[config.mk]
export PLATFORM = sky130hd
export DESIGN_NAME = srra_div
export DESIGN_NICKNAME = d
export VERILOG_FILES = /design/src/hw/rtl/srra_pkg.sv /design/src/hw/rtl/srra_div.sv
export SDC_FILE = /design/constraint.sdc
export NUM_CORES = 2
export LEC_CHECK = 0
export BUFFER_PORTS_ARGS = -buffer_cell sky130_fd_sc_hd__buf_2
export CAP_MARGIN = 20
export CELL_PAD_IN_SITES_DETAIL_PLACEMENT = 0
export CELL_PAD_IN_SITES_GLOBAL_PLACEMENT = 1
export CORE_UTILIZATION = 30
export CTS_CLUSTER_SIZE = 40
export DETAILED_ROUTE_END_ITERATION = 12
export GPL_ROUTABILITY_DRIVEN = 0
export MAX_ROUTING_LAYER = met4
export PLACE_DENSITY = 0.6
export SETUP_SLACK_MARGIN = 0.4
export SKIP_LAST_GASP = 1
export SLEW_MARGIN = 20
export SYNTH_ARGS = -nofsm -noshare
export SYNTH_HDL_FRONTEND = slang
export SYNTH_SLANG_ARGS = --single-unit
[constraint.sdc]
create_clock -name clk -period 8.5 [get_ports clk]
set_input_delay 1.275 -clock clk [delete_from_list [all_inputs] [get_ports clk]]
set_output_delay 1.275 -clock clk [all_outputs]
set_load 0.02 [all_outputs]
[src/hw/rtl/srra_pkg.sv]
// Shared constants, types and helper functions for the sphere rotation remap address core.
// No dependencies; every other file in hw/rtl but srra_checker uses it by scoped names.
package srra_pkg;

  // Default and upper bound for the image size clamp
  localparam int MAX_DIM = 4096;

  // CORDIC iteration count and datapath widths
  localparam int STEPS = 30;
  localparam int PH_W  = 32;   // phase word, 2^32 per turn
  localparam int ROT_W = 34;   // rotation-mode CORDIC datapath
  localparam int VEC_W = 36;   // vectoring-mode CORDIC datapath
  localparam int Q_W   = 34;   // sphere coordinates, signed Q30
  localparam int DIM_W = 13;   // image size register
  localparam int CRD_W = 12;   // pixel coordinate

  localparam logic [29:0]        INV_GAIN = 30'd652032874;
  localparam logic signed [33:0] GAIN     = 34'sd1768195363;

  // Configuration register indexes
  typedef enum logic [2:0] {
    REG_ROT_Y = 3'd0,
    REG_ROT_X = 3'd1,
    REG_MAP_W = 3'd2,
    REG_MAP_H = 3'd3
  } cfg_reg_t;

  // Arctangent of 2^-i in phase units
  function automatic logic [31:0] atan_tab(input int i);
    case (i)
      0: return 32'h20000000;
      1: return 32'h12E4051E;
      2: return 32'h09FB385B;
      3: return 32'h051111D4;
      4: return 32'h028B0D43;
      5: return 32'h0145D7E1;
      6: return 32'h00A2F61E;
      7: return 32'h00517C55;
      8: return 32'h0028BE53;
      9: return 32'h00145F2F;
      10: return 32'h000A2F98;
      11: return 32'h000517CC;
      12: return 32'h00028BE6;
      13: return 32'h000145F3;
      14: return 32'h0000A2FA;
      15: return 32'h0000517D;
      16: return 32'h000028BE;
      17: return 32'h0000145F;
      18: return 32'h00000A30;
      19: return 32'h00000518;
      20: return 32'h0000028C;
      21: return 32'h00000146;
      22: return 32'h000000A3;
      23: return 32'h00000051;
      24: return 32'h00000029;
      25: return 32'h00000014;
      26: return 32'h0000000A;
      27: return 32'h00000005;
      28: return 32'h00000003;
      29: return 32'h00000001;
      default: return 32'h0;
    endcase
  endfunction

  // Q30 product, floor
  function automatic logic signed [33:0] mulq(input logic signed [33:0] a,
                                              input logic signed [33:0] b);
    logic signed [67:0] p;
    p = a * b;
    return 34'(p >>> 30);
  endfunction

  // Clamp an image size to [2, maxd] and return size minus one
  function automatic logic [12:0] clamp_m1(input logic [12:0] d, input int maxd);
    if (d < 13'd2) return 13'd1;
    if (int'(d) > maxd) return 13'(maxd - 1);
    return d - 13'd1;
  endfunction

endpackage

[src/hw/rtl/srra_div.sv]
// Pipelined restoring divider: quotient of num * 2^Q_W / den, one bit per stage.
// Uses srra_pkg for widths. num must not exceed den.
module srra_div #(
  parameter int LANES = 2,
  parameter int NUM_W = srra_pkg::DIM_W,
  parameter int Q_W   = srra_pkg::PH_W
) (
  input  logic             clk,
  input  logic             rst,
  input  logic             en,
  input  logic             in_valid,
  input  logic [NUM_W-1:0] num [LANES],
  input  logic [NUM_W-1:0] den [LANES],
  output logic             out_valid,
  output logic [Q_W:0]     quo [LANES]
);

  logic [Q_W:0] v;

  always_ff @(posedge clk) begin
    if (rst) begin
      v <= '0;
    end else if (en) begin
      v <= {v[Q_W-1:0], in_valid};
    end
  end

  assign out_valid = v[Q_W];

  for (genvar l = 0; l < LANES; l++) begin : g_lane
    logic [NUM_W-1:0] rem  [0:Q_W];
    logic [Q_W-1:0]   q    [0:Q_W];
    logic             full [0:Q_W];

    // num equal to den gives exactly one full unit
    always_ff @(posedge clk) begin
      if (en) begin
        full[0] <= (num[l] == den[l]);
        rem[0]  <= (num[l] == den[l]) ? '0 : num[l];
        q[0]    <= '0;
      end
    end

    for (genvar k = 1; k <= Q_W; k++) begin : g_step
      logic [NUM_W:0] dbl;
      logic           ge;

      always_comb begin
        dbl = {rem[k-1], 1'b0};
        ge  = (dbl >= {1'b0, den[l]});
      end

      always_ff @(posedge clk) begin
        if (en) begin
          rem[k]  <= ge ? NUM_W'(dbl - {1'b0, den[l]}) : dbl[NUM_W-1:0];
          q[k]    <= {q[k-1][Q_W-2:0], ge};
          full[k] <= full[k-1];
        end
      end
    end

    assign quo[l] = full[Q_W] ? {1'b1, {Q_W{1'b0}}} : {1'b0, q[Q_W]};
  end

endmodule

==> flow_metrics.py <==
metrics = {
    "final_layout": {
        "areaGrowthSynthToFinish_pct": 13.9,
        "finalInstanceArea_sq_um": 120000,
        "final_common_cell": "edfxtp_1",
        "fin_nets": 9711,
        "multi_input_area_sq_um": 44300,
        "layout_common_cells": "1954 x edfxtp_1, 830 x ha_1, 680 x a21oi_1",
        "fillerInstances": 33700,
        "seqCellArea_sq_um": 59300,
        "drive_gt1_share_pct": 10.7,
    },
    "synthesis": {
        "synth_cell_type_count": 74,
        "ys.flop_type": "edfxtp_1",
        "yosys_warnings": 0,
        "synth_cells": 8523,
        "synth_edf_count": 1954,
        "synth-seq-cells": 1987,
        "synth_seq_area_share_pct": 56.5,
        "synth.avg_cell_area_sq_um": 12.3,
        "async_flop_share_pct": 0,
        "syn_nets": 9471,
        "syn_area_sq_um": 105000,
    },
    "worst_setup_path": {
        "path_class": "input port to register",
        "required_ns": 9.17,
        "reg2regPathDepth": 7,
        "reg2reg_to": "g_lane[0].rem[0][174]$_DFFE_PP_",
        "regToRegStartpoint": "g_lane[0].rem[0][156]$_SDFFCE_PN0P_",
        "startpoint_type": "input port",
        "cp_max_fo": 25,
        "end_kind": "register",
        "startpoint": "den[17]",
        "reg2reg_setup_slack_ns": 4.97,
        "arrival_ns": 5.31,
    },
    "route": {
        "post_drt_wl_per_cell_um": 17.0,
        "wl_met3_um": 9590,
        "dr.max_layer_used": "met4",
        "drt_pass1_iterations": 5,
        "vias": 65800,
        "avgViaCountPerCell": 4.86,
        "drcViolationCount": 0,
        "drtAntennaViolNets": 0,
        "m1WireLength_um": 114000,
        "wirelength_um": 230000,
        "drt_iter0_markers": 4037,
        "route.met2.wl_um": 99600,
    },
    "clocking": {
        "cts.hold.buffers_added": 0,
        "cts_max_level": 4,
        "clk_pin_slew_worst_paths_ns": 0.06,
        "cts-root-buf": "clkbuf_16",
        "cts_resized": 0,
        "postCtsSetupRepairBufs": 0,
        "insertion_delay_ns": 0.93,
        "tritoncts": "done",
        "clock-sinks": 1987,
        "cts_buffers": 236,
        "cts_buffer_depth": 4,
    },
    "sta": {
        "clock.fmax_ghz": 0.216,
        "worst_pin_slew_ns": 1.16,
        "slew_headroom_pct": 22.4,
        "fin_crit_ns": 4.64,
        "slew_viol_final": 0,
        "setup_viol": 0,
        "hold_viol": 0,
        "fin_skew_ns": 0.0563,
        "setup_tns_ns": 0,
        "layout_setup_ws_ns": 3.86,
        "rsz0062_at_grt": "false",
        "min_period_over_period_pct": 54.5,
    },
    "job": {
        "maxCapViolations": 0,
    },
    "power_and_ir_drop": {
        "p_per_area_nw_per_um2": 371,
        "total_power_mw": 44.4,
        "ir_drop_v": 0.000182,
        "p_leak_nw": 44.6,
    },
    "min_path": {
        "hp-start": "g_lane[1].q[27][25]$_DFFE_PP_",
        "min_path_cells": 0,
        "min_path_type": "register to register",
        "holdPathEnd": "g_lane[1].q[28][26]$_DFFE_PP_",
    },
    "global_route": {
        "grt_antenna_before_repair": 10,
        "grt_first_pass_wirelength_um": 363000,
        "overflow": 0,
        "grt_max_degree": 198,
        "grt_util_all_layers_pct": 13.1,
        "grt_pass1_vias": 65300,
    },
    "floorplanning": {
        "core_region_area_sq_um": 347000,
        "ioPinCount": 123,
        "initial_core_util_pct": 30.2,
        "die_h_um": 594,
        "die_w_um": 594,
        "rows": 216,
        "dieArea_sq_um": 353000,
    },
    "place": {
        "portBuffers": 122,
        "place_area_sq_um": 112000,
        "hpwl_um": 147000,
        "place_ws_ns": 2.89,
    },
    "run_status": {
        "status": "complete, no violations",
    },
}
-- logic make-up (layout without fill, tap and decap cells) --
kind of cell             count (synthesis)  after routing  share of synthesized area (%)
adder cells (fa/ha/maj)                892            892                           11.1
buffers and inverters                  437            875                           1.59
AND/OR/NAND/NOR                       1991           1991                           8.93
AO/OA/AOI/OAI                         2293           2293                           13.5
flip-flops                            1987           1987                           56.5
XOR/XNOR                               584            584                           4.87
other                                    0              3                              0
multiplexers                           339            339                           3.58
-- registers in the layout, indices dropped and copies added (netlist names) --
signal	flops
v	33
g_lane.full	66
g_lane.rem	832
g_lane.q	1056
-- worst max path at each step --
stage / endpoint / slack, ns / depth (start not counted)
final: g_lane[0].rem[0][157]$_DFFE_PP_ / 3.86 / 10
after global routing: g_lane[0].rem[0][157]$_DFFE_PP_ / 3.55 / 10
after CTS: g_lane[0].rem[0][157]$_DFFE_PP_ / 3.90 / 10
after detailed placement: g_lane[0].rem[0][157]$_DFFE_PP_ / 2.89 / 10
after global placement: g_lane[0].rem[0][404]$_DFFE_PP_ / 2.93 / 10
after floorplan: g_lane[1].rem[0][315]$_DFFE_PP_ / 1.51 / 14
-- routing by layer --
metal	up-vias	GRT usage, %
met4	0	4.02
li1	32900	-
met3	447	2.05
met1	31400	18.1
met5	-	-
met2	1107	19.6
-- critical path, stage by stage --
cell and delay, ns:
buf_2 0.12, inv_2 0.62, buf_4 0.50, ha_1 0.38, a211oi_1 0.31, o21ai_0 0.18, a211oi_1 0.45, o31ai_1 0.20
a41oi_2 0.81, mux2_2 0.42
-- cell type report --
cell class | count | share of cell area, %
antenna | 3 | 0.00627
clock buffer | 266 | 5.08
clock inverter | 170 | 1.62
inverter | 255 | 0.813
multi-input combinational | 6099 | 37.0
sequential | 1987 | 49.6
tap | 4578 | 4.79
timing repair buffer | 184 | 1.06
-- Yosys cell counts, drive strengths merged, types with 74 or more instances --
library cell | instances | area [sq um]
a211oi | 86 | 681
a21o | 272 | 2040
a21oi | 680 | 3400
clkbuf | 166 | 623
edfxtp | 1954 | 58700
ha | 830 | 10400
inv | 254 | 953
mux2 | 275 | 3120
nand2 | 639 | 2400
nand2b | 74 | 463
nand3 | 140 | 701
nand4 | 90 | 563
nor2 | 518 | 1940
nor2b | 163 | 1020
nor3 | 103 | 515
o21ai | 677 | 3390
o21bai | 111 | 833
o31ai | 80 | 601
xnor2 | 328 | 2870
xor2 | 256 | 2240
-- per-stage QoR --
step | hold WS [ns] | util (%) | instances
final | 0.366 | 34.5 | 13500
after global routing | 0.376 | 34.5 | 13500
after CTS | 0.358 | 34.4 | 13500
after detailed placement | 0.405 | 32.1 | 13100
after global placement | 0.400 | 32.1 | 13100
after floorplan | 0.400 | - | 8523
-- report_power, final --
group / internal, mW / switching [mW]
Sequential: 14.6 / 1.47
Clock: 6.24 / 4.22
Combinational: 7.95 / 9.92
Power figures use the tool's default switching activity.
